===== config.mk =====
export PLATFORM = sky130hd
export DESIGN_NAME = mns_ctrl
export DESIGN_NICKNAME = d
export VERILOG_FILES = /design/src/hdl/mns_pkg.sv /design/src/hdl/mns_ctrl.sv
export SDC_FILE = /design/constraint.sdc
export NUM_CORES = 1
export LEC_CHECK = 0
export BUFFER_PORTS_ARGS = -buffer_cell sky130_fd_sc_hd__buf_2
export CAP_MARGIN = 20
export CELL_PAD_IN_SITES_DETAIL_PLACEMENT = 1
export CELL_PAD_IN_SITES_GLOBAL_PLACEMENT = 2
export CORE_AREA = 2 2 39 41
export DETAILED_ROUTE_END_ITERATION = 6
export DIE_AREA = 0 0 41 43
export PLACE_DENSITY = 0.56
export REMOVE_ABC_BUFFERS = 1
export SLEW_MARGIN = 20
export SYNTH_ARGS = -nofsm -noshare
export SYNTH_HDL_FRONTEND = slang
export SYNTH_SLANG_ARGS = --single-unit

===== constraint.sdc =====
create_clock -name aclk -period 0.8 [get_ports aclk]
set_input_delay 0.04 -clock aclk [delete_from_list [all_inputs] [get_ports aclk]]
set_output_delay 0.04 -clock aclk [all_outputs]
set_load 0.03 [all_outputs]

===== src/hdl/mns_pkg.sv =====
// ------------------------------------------------------------------------
// mns_pkg
// shared types, codes and note tables of the melody note sequencer
// ------------------------------------------------------------------------
package mns_pkg;

    localparam int unsigned SONG_DEPTH_DEF = 256;
    localparam int unsigned CRYSTAL_HZ_DEF = 33177600;

    localparam int unsigned NUM_TONES = 22;
    localparam int unsigned MACHINE_DIV = 12;

    // note table index of the rest entry
    localparam logic [4:0] REST_IDX = 5'd21;

    // song entry codes
    localparam logic [7:0] FIRST_CODE = 8'd1;
    localparam logic [7:0] LAST_CODE  = 8'd22;
    localparam logic [7:0] END_CODE   = 8'hFF;

    localparam logic [15:0] HALF_RESET = 16'd256;

    typedef enum logic [1:0] {
        OP_TICK  = 2'd0,
        OP_WRITE = 2'd1,
        OP_START = 2'd2,
        OP_STOP  = 2'd3
    } opcode_t;

    typedef enum logic {
        ST_IDLE,
        ST_LOAD
    } state_t;

    // commands from the controller to the datapath
    typedef struct packed {
        logic exec;     // apply the accepted beat
        logic load;     // decode the fetched song entry
        logic produce;  // capture the result beat
    } dp_cmd_t;

    // status from the datapath to the controller
    typedef struct packed {
        logic need_fetch;  // accepted tick must read the song memory
    } dp_status_t;

    // tone frequencies in hz: middle, high, low octave, rest
    localparam logic [10:0] TONE_FREQ [NUM_TONES] = '{
        11'd523,  11'd587,  11'd659,  11'd698,  11'd784,  11'd880,  11'd988,
        11'd1047, 11'd1175, 11'd1319, 11'd1397, 11'd1568, 11'd1760, 11'd1976,
        11'd262,  11'd294,  11'd330,  11'd349,  11'd392,  11'd440,  11'd494,
        11'd300
    };

endpackage


===== src/hdl/mns_ctrl.sv =====
// ------------------------------------------------------------------------
// mns_ctrl
// handshake and sequencing control of the melody note sequencer
// ------------------------------------------------------------------------
module mns_ctrl (
    input  logic                   aclk,
    input  logic                   aresetn,
    input  logic                   s_tvalid,
    output logic                   s_tready,
    output logic                   m_tvalid,
    input  logic                   m_tready,
    output mns_pkg::dp_cmd_t       cmd,
    input  mns_pkg::dp_status_t    status
);

    mns_pkg::state_t state_reg, state_next;
    logic            m_valid_reg, m_valid_next;
    logic            out_free;

    assign out_free = !m_valid_reg || m_tready;
    assign m_tvalid = m_valid_reg;

    // outputs
    always_comb begin
        s_tready    = (state_reg == mns_pkg::ST_IDLE) && out_free;
        cmd.exec    = s_tvalid && s_tready;
        cmd.load    = (state_reg == mns_pkg::ST_LOAD);
        cmd.produce = (cmd.exec && !status.need_fetch) || cmd.load;
        if (cmd.produce) begin
            m_valid_next = 1'b1;
        end else if (m_tready) begin
            m_valid_next = 1'b0;
        end else begin
            m_valid_next = m_valid_reg;
        end
    end

    // next state
    always_comb begin
        state_next = state_reg;
        unique case (state_reg)
            mns_pkg::ST_IDLE: begin
                if (s_tvalid && s_tready && status.need_fetch) begin
                    state_next = mns_pkg::ST_LOAD;
                end
            end
            mns_pkg::ST_LOAD: begin
                state_next = mns_pkg::ST_IDLE;
            end
            default: begin
                state_next = mns_pkg::ST_IDLE;
            end
        endcase
    end

    always_ff @(posedge aclk) begin
        if (!aresetn) begin
            state_reg   <= mns_pkg::ST_IDLE;
            m_valid_reg <= 1'b0;
        end else begin
            state_reg   <= state_next;
            m_valid_reg <= m_valid_next;
        end
    end

endmodule


Yosys cells after proc, flatten, opt, wreduce, memory -nomap -nowiden
Cells that the tools add are included.

word-level totals
  register bits = 2
  input bits = 5
  logic and storage cells = 16
  output and inout port bits = 5

cells by class
  muxes and demuxes = 4
  bitwise logic cells = 1
  reduce and logical (&&, ||, !) cells = 9

operator list
  cell                             count
  logical AND 1 bit                4
  2-to-1 mux 1 bit                 3
  zero test 1 bit                  2
  logical OR 1 bit                 2
  case mux 1 bit (2 select lines)  1
  nonzero test 2 bit               1
  inverter 1 bit                   1

Logic depth before layout (Yosys ltp)
Gate-level depths: netlist of run 1.

  word-level depth = 7
  gate-level depth with buffers = 3
  gate-level depth less buffers = 2

Worst setup path after synthesis of run 1
Ideal clock, no wire load.

  kind = register to output
  start point = register m_valid_reg (netlist: m_tvalid)
  end point = output cmd[2] (netlist name)
  buffers on the path = 0
  arrival = 1.311 ns
  setup slack = -0.551 ns
  stages on the path, launching flop included = 3
  required time = 0.760 ns
  cells stage by stage = dfxtp_1 nor2b_4 nor3b_1

RTL lines
  element                 line            RTL
  start, declared         mns_ctrl.sv:17  logic m_valid_reg, m_valid_next;
  start signal, assigned  mns_ctrl.sv:62  m_valid_reg <= m_valid_next;
  end, declared           mns_ctrl.sv:12  output mns_pkg::dp_cmd_t cmd,

==> results of run 1 <==
-- layer usage --
layer  GRT usage [%]  up-vias
met5               0        -
met4            8.00        0
met3            5.24        2
met2            5.31       12
met1            7.01       54
li1                -       70
-- layout make-up --
class | instances | area (um2) | area share, %
well taps | 16 | 20.0 | 7.69
multi-input cells | 9 | 77.6 | 29.8
repair buffers | 12 | 95.1 | 36.5
flip-flops and latches | 2 | 45.0 | 17.3
clock buffers | 3 | 22.5 | 8.65
-- through the flow --
step | power [W] | cells | setup TNS [ns]
finish | 0.000468 | 42 | -0.953
global route | 0.000503 | 42 | -1.23
CTS | 0.000480 | 42 | -1.07
detailed placement | 0.000220 | 38 | -0.152
global placement | 0.000217 | 38 | -0.0716
floorplan | 0.000176 | 11 | -1.13
-- worst max path at each step --
stage | from | endpoint | slack [ns] | cells past startpoint
floorplan | m_tvalid$_SDFFE_PN0P_ | cmd[2] | -0.55 | 2
global placement | m_tvalid$_SDFFE_PN0P_ | cmd[2] | -0.06 | 3
detailed placement | m_tvalid$_SDFFE_PN0P_ | cmd[2] | -0.1 | 3
CTS | m_tvalid$_SDFFE_PN0P_ | cmd[2] | -0.27 | 3
global route | m_tvalid$_SDFFE_PN0P_ | cmd[2] | -0.30 | 3
finish | m_tvalid$_SDFFE_PN0P_ | cmd[2] | -0.24 | 3
-- kinds of logic after synthesis --
| kind of cell | count (synthesis) |
|---|---|
| AO/OA/AOI/OAI | 2 |
| flip-flops | 2 |
| buffers and inverters | 2 |
| AND/OR/NAND/NOR | 7 |
-- placed cells by master, fill, tap and decap left out, types with 3 or more instances in the layout --
master and count:
buf_4 4, clkbuf_4 3, buf_2 4, buf_6 4
-- report_power, final --
group,leakage (nW),switching [W],internal (W)
sequential,0.0175,0.00000615,0.000105
combinational,0.0900,0.0000665,0.0000643
clock,0.0138,0.0000600,0.000165
total,0.121,0.000133,0.000335
-- what timing repair did --
| action | CTS | global route |
|---|---|---|
| endpoints found under the setup margin | 6 | 7 |
| buffers inserted | 1 | 0 |
| pin swaps | 2 | 0 |
| resized for setup | 12 | 1 |
==> impl_metrics.yaml, run 1 <==
outcome:
  status: "finished with violations"
  violations: "setup timing"
synthesis:
  ys_warn_count: 0
  synth-compound-area-share_pct: 12.7
  synthCells: 13
  synthTopCellsByArea: "dfxtp_1 (31%), buf_4 (12%), nor4b_2 (12%)"
  yosysTopAreaCellShare_pct: 31.4
  synth-edff-count: 0
  synth_common_cells: "buf_4 (2), dfxtp_1 (2)"
  yosys_register_bits: 2
  yosysTopAreaCell: "dfxtp_1"
  synth_flop_cell: "dfxtp_1"
  synth.distinct_cells: 11
  synthAdderAreaFrac_pct: 0
  synth.mux.area_fraction_pct: 0
  synthSimpleGateAreaFrac_pct: 44.1
  ys_seq_area_share_pct: 31.4
  synthArstFlopShare_pct: 0
  syn_area_um2: 128
  synth_top_family_by_area: "simple AND/OR/NAND/NOR gates"
  synthXorXnorAreaFrac_pct: 0
  syn_area_per_cell_um2: 9.82
sta:
  fin_crit_sh_pct: 130
  post-route-min-period_ns: 1.04
  fin_ws_ns: -0.242
  tightestPinTransition_ns: 0.188
  setup_viol: 7
  slew_viol_final: 0
  slew_headroom_pct: 87.5
  fin_worst_skew_ns: 0.00226
  max_freq_mhz: 960
  hold_viol: 0
  rsz0062_at_grt: "yes"
  hold_ws_ns: 0.0562
grt:
  grt_max_degree: 7
  grt_usage_pct: 6.11
  antenna_found_initial: 0
  grt_pass1_vias: 168
  grt_overflow: 0
  grt_pass1_wl_um: 621
drt:
  wl_met1_um: 198
  vias_per_cell: 3.29
  wl_um: 399
  dr_wl_met3_um: 59
  dr_total_vias: 138
  drc: 0
  wl_met2_um: 125
  postRouteAntennaNets: 0
  top_layer: "met4"
  drt_first_pass_iters: 1
  routedWlPerCell_um: 9.50
  dr.first_iter.drc_count: 0
min_path:
  hold_depth: 2
  min_path_type: "input pin to flip-flop"
  hp-start: "aresetn"
  hold_end: "m_tvalid$_SDFFE_PN0P_"
layout:
  drive_gt1_share_pct: 76.9
  final_util_pct: 18.8
  finalNetCount: 33
  stdcell_area_um2: 260
  syn_to_final_growth_pct: 104
  diodes: 0
  fillCellCount: 161
worst_setup_path:
  worstPathCellList: "nor2b_4 > nor3b_2 > buf_4"
  critPathLaunchType: "flip-flop"
  crit_path_end_kind: "output pin"
  ff2ff_setup_slack_ns: -0.14
  crit_fanout: 3
  required_ns: 0.76
  path_class: "flip-flop to output pin"
  reg2reg_from: "m_tvalid$_SDFFE_PN0P_"
  slowest_stage: "dfxtp_2"
  cp_num_buf_inv: 1
  cpPeakStageDelay_ns: 0.31
  crit_family: "flip-flops"
  rr_endpoint: "m_tvalid$_SDFFE_PN0P_"
  r2r_cells: 3
  arrival_ns: 1.00
die:
  die_w_um: 41
  core_area_mm2: 0.00138
  die_area_mm2: 0.00176
  rows: 14
  die_h_um: 43
  initial_core_util_pct: 9.22
  ioPinCount: 10
cts:
  hold_buffers: 0
  root_buffer: "clkbuf_4"
  tritoncts: "done"
  clkSinkCount: 2
  clk_pin_slew_ns: 0.03
  insertion_delay_ns: 0.23
  clock_path_buffers: 2
  numCtsBuffers: 3
  htreeDepth: 1
placed_design:
  postPlaceCellArea_um2: 193
  numPortBuffers: 9
  gp_congestion: 0.691
  place_ws_ns: -0.0978
power:
  power_leakage_nw: 0.121
  vdd_drop_max_uv: 566
  pwr_density_cell_mw_per_mm2: 1800
job:
  cap_violations: 0
Power figures use the tool's default switching activity.
==> run 2: changes to the inputs <==
- CORE_AREA: 2 2 39 41 -> 5 5 42 44
- DIE_AREA: 0 0 41 43 -> 0 0 47 49
- SKIP_LAST_GASP: default -> 1
==> run 2 against run 1 <==
Critical path depth did not move. Cell area rose by 3.4%. Sequential share of layout area fell by 0.56 points. Routed wire length rose by 8.3%. Via count rose by 2.9%. The run still ends with setup timing left. Total power rose by 0.64%. Clock power barely moved. Cell count did not move. Largest power group unchanged. Clock skew barely moved.
==> impl_metrics.yaml, run 2 (synthesized netlist as in run 1, its figures left out) <==
die:
  core_area_mm2: 0.00140
  die_h_um: 49
  die_w_um: 47
  ioPinCount: 10
  initial_core_util_pct: 9.11
  die_area_mm2: 0.00230
  rows: 14
sta:
  slew_headroom_pct: 88.3
  rsz0062_at_grt: "yes"
  fin_ws_ns: -0.249
  hold_viol: 0
  post-route-min-period_ns: 1.05
  slew_viol_final: 0
  hold_ws_ns: 0.0509
  fin_crit_sh_pct: 131
  fin_worst_skew_ns: 0.00198
  setup_viol: 7
  tightestPinTransition_ns: 0.175
  max_freq_mhz: 953
grt:
  grt_max_degree: 7
  grt_pass1_wl_um: 765
  antenna_found_initial: 0
  grt_pass1_vias: 181
  grt_overflow: 0
  grt_usage_pct: 5.13
worst_setup_path:
  r2r_cells: 3
  reg2reg_from: "m_tvalid$_SDFFE_PN0P_"
  arrival_ns: 1.01
  crit_path_end_kind: "output pin"
  worstPathCellList: "nor2b_4 > nor3b_2 > buf_4"
  required_ns: 0.76
  rr_endpoint: "m_tvalid$_SDFFE_PN0P_"
  cp_num_buf_inv: 1
  crit_family: "flip-flops"
  ff2ff_setup_slack_ns: -0.15
  critPathLaunchType: "flip-flop"
  path_class: "flip-flop to output pin"
  crit_fanout: 3
  cpPeakStageDelay_ns: 0.31
  slowest_stage: "dfxtp_2"
cts:
  clock_path_buffers: 2
  htreeDepth: 1
  hold_buffers: 0
  root_buffer: "clkbuf_4"
  numCtsBuffers: 3
  tritoncts: "done"
  clkSinkCount: 2
  clk_pin_slew_ns: 0.03
  insertion_delay_ns: 0.23
power:
  combPwrFrac_pct: 28.8
  p_sw_w: 0.000133
  intPower_w: 0.000338
  pwr_density_cell_mw_per_mm2: 1750
  power_leakage_nw: 0.126
  seqPwrFrac_pct: 23.9
  netSwitchingFraction_pct: 28.3
  clkPwrFrac_pct: 47.3
  vdd_drop_max_uv: 552
drt:
  vias_per_cell: 3.38
  dr_total_vias: 142
  wl_um: 432
  postRouteAntennaNets: 0
  drc: 0
  drt_first_pass_iters: 1
  dr.first_iter.drc_count: 0
  routedWlPerCell_um: 10.3
job:
  cap_violations: 0
layout:
  syn_to_final_growth_pct: 111
  drive_gt1_share_pct: 76.9
  final_cells: 42
  stdcell_area_um2: 269
  diodes: 0
  finalNetCount: 33
  final_cell_mix: "buf_2 (4), buf_6 (4), buf_4 (4)"
outcome:
  status: "finished with violations"
  violations: "setup timing"
min_path:
  hold_depth: 2
  hp-start: "aresetn"
  hold_end: "m_tvalid$_SDFFE_PN0P_"
  min_path_type: "input pin to flip-flop"
placed_design:
  place_ws_ns: -0.0795
  postPlaceCellArea_um2: 193
  dpl.cell_count: 38
  numPortBuffers: 9
  gp_congestion: 0.710
run 2: per-stage QoR:
stage	total power [W]	setup TNS, ns	utilization (%)
3_5_place_dp	0.000220	-0.146	13.8
2_1_floorplan	0.000176	-1.13	-
6_report	0.000471	-0.953	19.2
4_1_cts	0.000473	-1.07	18.1
5_1_grt	0.000499	-1.23	19.2
3_3_place_gp	0.000217	-0.0762	13.8
run 2: repair_timing:
item                                    in CTS  in global routing
pin swaps                                    0                  1
buffers inserted                             1                  0
resized for setup                           11                  4
endpoints found under the setup margin       6                  7
run 2: per-layer routing:
layer  global-route usage, %  part of all wire (%)  vias to the layer above
met2                    4.52                    32                       12
met3                    6.27                    20                        2
li1                        -                     -                       70
met4                    4.15                   2.8                        0
met1                    5.91                    45                       58
met5                       0                     0                        -
run 2: worst reg2reg max path, stage by stage, from the launching register on:
cell and delay, ns:
dfxtp_2 0.31, nor2b_4 0.13, buf_4 0.14, o31a_1 0.26
run 2: power groups by stage:
stage	clock network, W	logic [W]	registers, W
6_report	0.000223	0.000136	0.000112
2_1_floorplan	0	0.0000516	0.000125
3_5_place_dp	0	0.000107	0.000113
4_1_cts	0.000234	0.000127	0.000112
5_1_grt	0.000239	0.000146	0.000114
3_3_place_gp	0	0.000105	0.000112
run 2: how the worst max path moves through the flow:
stage / from / endpoint / slack (ns) / cells after the start
detailed placement: m_tvalid$_SDFFE_PN0P_ / cmd[2] / -0.08 / 3
global route: m_tvalid$_SDFFE_PN0P_ / cmd[2] / -0.31 / 3
CTS: m_tvalid$_SDFFE_PN0P_ / cmd[0] / -0.25 / 4
finish: m_tvalid$_SDFFE_PN0P_ / cmd[2] / -0.25 / 3
global placement: m_tvalid$_SDFFE_PN0P_ / cmd[2] / -0.06 / 3
floorplan: m_tvalid$_SDFFE_PN0P_ / cmd[2] / -0.55 / 2
run 2: cell type report:
type	instances	area [um2]
fill	171	1130
multi-input combinational	9	86.3
sequential	2	45.0
clock buffer	3	22.5
timing repair buffer	12	95.1
tap	16	20.0
==> run 3: changes to the inputs <==
- ABC_CLOCK_PERIOD_IN_PS: default -> 800
- BUFFER_PORTS_ARGS: -buffer_cell sky130_fd_sc_hd__buf_2 -> default
- DONT_BUFFER_PORTS: default -> 1
- PLACE_DENSITY: 0.56 -> 0.43
- SETUP_SLACK_MARGIN: default -> 0.3
==> run 3 against run 2 <==
The run ends with hold timing, setup timing left. Critical path type is now flip-flop to flip-flop. Cell area increased by 2.8%. Flip-flop and latch count is the same. Cell count is 4.8% lower. Critical endpoint is now m_tvalid$_SDFFE_PN0P_. Utilization increased by 0.54 points. Clock skew is 0.00063 ns lower. Routed wire length up 2.3%. Hold slack worse by 0.11 ns.
==> impl_metrics.yaml, run 3 (synthesized netlist as in run 1, its figures left out) <==
outcome:
  status: "finished with violations"
  violations: "hold timing, setup timing"
drt:
  wl_um: 442
  postRouteAntennaNets: 0
  drc: 0
  dr_total_vias: 135
  routedWlPerCell_um: 11.1
  drt_first_pass_iters: 1
  vias_per_cell: 3.38
  dr.first_iter.drc_count: 0
power:
  combPwrFrac_pct: 29.3
  netSwitchingFraction_pct: 28.0
  intPower_w: 0.000348
  clkPwrFrac_pct: 47.6
  seqPwrFrac_pct: 23.1
  p_sw_w: 0.000136
  vdd_drop_max_uv: 370
  pwr_density_cell_mw_per_mm2: 1750
  power_leakage_nw: 0.124
grt:
  grt_pass1_wl_um: 738
  grt_usage_pct: 5.34
  grt_overflow: 0
  use_met2_pct: 4.98
  antenna_found_initial: 0
  gr-max-usage-layer: "met3"
  grt_pass1_vias: 162
  use_met3_pct: 7.01
  grt_max_degree: 6
  grt_use_met1_pct: 5.02
sta:
  hold_viol: 2
  setup_viol: 6
  fin_ws_ns: -0.264
  tightestPinTransition_ns: 0.176
  slew_viol_final: 0
  fin_worst_skew_ns: 0.00135
  hold_ws_ns: -0.0641
  slew_headroom_pct: 88.2
  fin_crit_sh_pct: 133
  post-route-min-period_ns: 1.06
  max_freq_mhz: 940
  rsz0062_at_grt: "yes"
layout:
  final_common_cell: "buf_4"
  drive_gt1_share_pct: 75.0
  final_cell_mix: "buf_4 (5), buf_6 (4), clkbuf_4 (3)"
  stdcell_area_um2: 277
  diodes: 0
  syn_to_final_growth_pct: 117
  finalNetCount: 31
worst_setup_path:
  crit_path_end_kind: "flip-flop"
  cpPeakStageDelay_ns: 0.32
  cp_num_buf_inv: 2
  slowest_stage: "dfxtp_2"
  crit_fanout: 3
  worstPathCellList: "nor2b_4 > buf_4 > buf_6 > o31a_1"
  arrival_ns: 1.17
  crit_family: "flip-flops"
  critPathLaunchType: "flip-flop"
  path_class: "flip-flop to flip-flop"
  required_ns: 0.91
min_path:
  min_path_type: "input pin to flip-flop"
placed_design:
  place_ws_ns: -0.0506
  numPortBuffers: 0
  gp_congestion: 0.691
  dp_hpwl_um: 291
  postPlaceCellArea_um2: 183
die:
  die_w_um: 47
  core_area_mm2: 0.00140
  die_h_um: 49
  ioPinCount: 10
  die_area_mm2: 0.00230
  rows: 14
  initial_core_util_pct: 9.11
cts:
  htreeDepth: 1
  numCtsBuffers: 3
  clk_pin_slew_ns: 0.03
  tritoncts: "done"
  clock_path_buffers: 2
  root_buffer: "clkbuf_4"
  insertion_delay_ns: 0.23
  clkSinkCount: 2
job:
  cap_violations: 0
## run 3: cell types whose count changed in the layout (fill, tap and decap cells not counted)
cell    previous run  this run
buf_12             0         1
buf_4              4         5
buf_2              4         0
## run 3: what timing repair did
item,CTS,global route
hold endpoints to repair,2,2
setup buffers,3,2
resized for setup,6,3
setup endpoints to repair,7,7
## run 3: stage by stage
stage | total power, W | instances | hold slack, ns | utilization, % | TNS (ns)
after floorplan | 0.000176 | 11 | 0.168 | - | -1.13
after global placement | 0.000219 | 32 | 0.170 | 13.0 | -0.0432
after detailed placement | 0.000221 | 32 | 0.179 | 13.0 | -0.0977
after CTS | 0.000482 | 38 | -0.0739 | 17.5 | -0.931
after global routing | 0.000526 | 40 | -0.0771 | 19.7 | -1.42
final | 0.000484 | 40 | -0.0641 | 19.7 | -1.20
## run 3: layer usage
metal | up-vias | wire, um | part of all wire [%]
met2 | 10 | 165 | 37
met5 | - | 0 | 0
li1 | 66 | - | -
met4 | 0 | 0 | 0
met1 | 59 | 181 | 41
met3 | 0 | 95 | 21
## run 3: final cells by class
| cell class | instances | area, um2 |
|---|---|---|
| Tap cell | 16 | 20.0 |
| Fill cell | 172 | 1120 |
| Sequential cell | 2 | 45.0 |
| Multi-Input combinational cell | 9 | 86.3 |
| Timing Repair Buffer | 10 | 103 |
| Clock buffer | 3 | 22.5 |
## run 3: power by group through the flow
stage          logic (W)  registers [W]  clock network [W]
2_1_floorplan  0.0000516       0.000125                  0
3_3_place_gp    0.000106       0.000113                  0
3_5_place_dp    0.000106       0.000114                  0
4_1_cts         0.000125       0.000112           0.000246
5_1_grt         0.000149       0.000113           0.000265
6_report        0.000142       0.000112           0.000230
## run 3: final timing paths
path | end | from | slack [ns] | depth (start not counted)
max | m_tvalid$_SDFFE_PN0P_ | m_tvalid$_SDFFE_PN0P_ | -0.26 | 4
max reg2reg | m_tvalid$_SDFFE_PN0P_ | m_tvalid$_SDFFE_PN0P_ | -0.26 | 4
min | m_tvalid$_SDFFE_PN0P_ | aresetn | -0.06 | 1
min reg2reg | state_reg$_SDFF_PP0_ | state_reg$_SDFF_PP0_ | 0.57 | 2
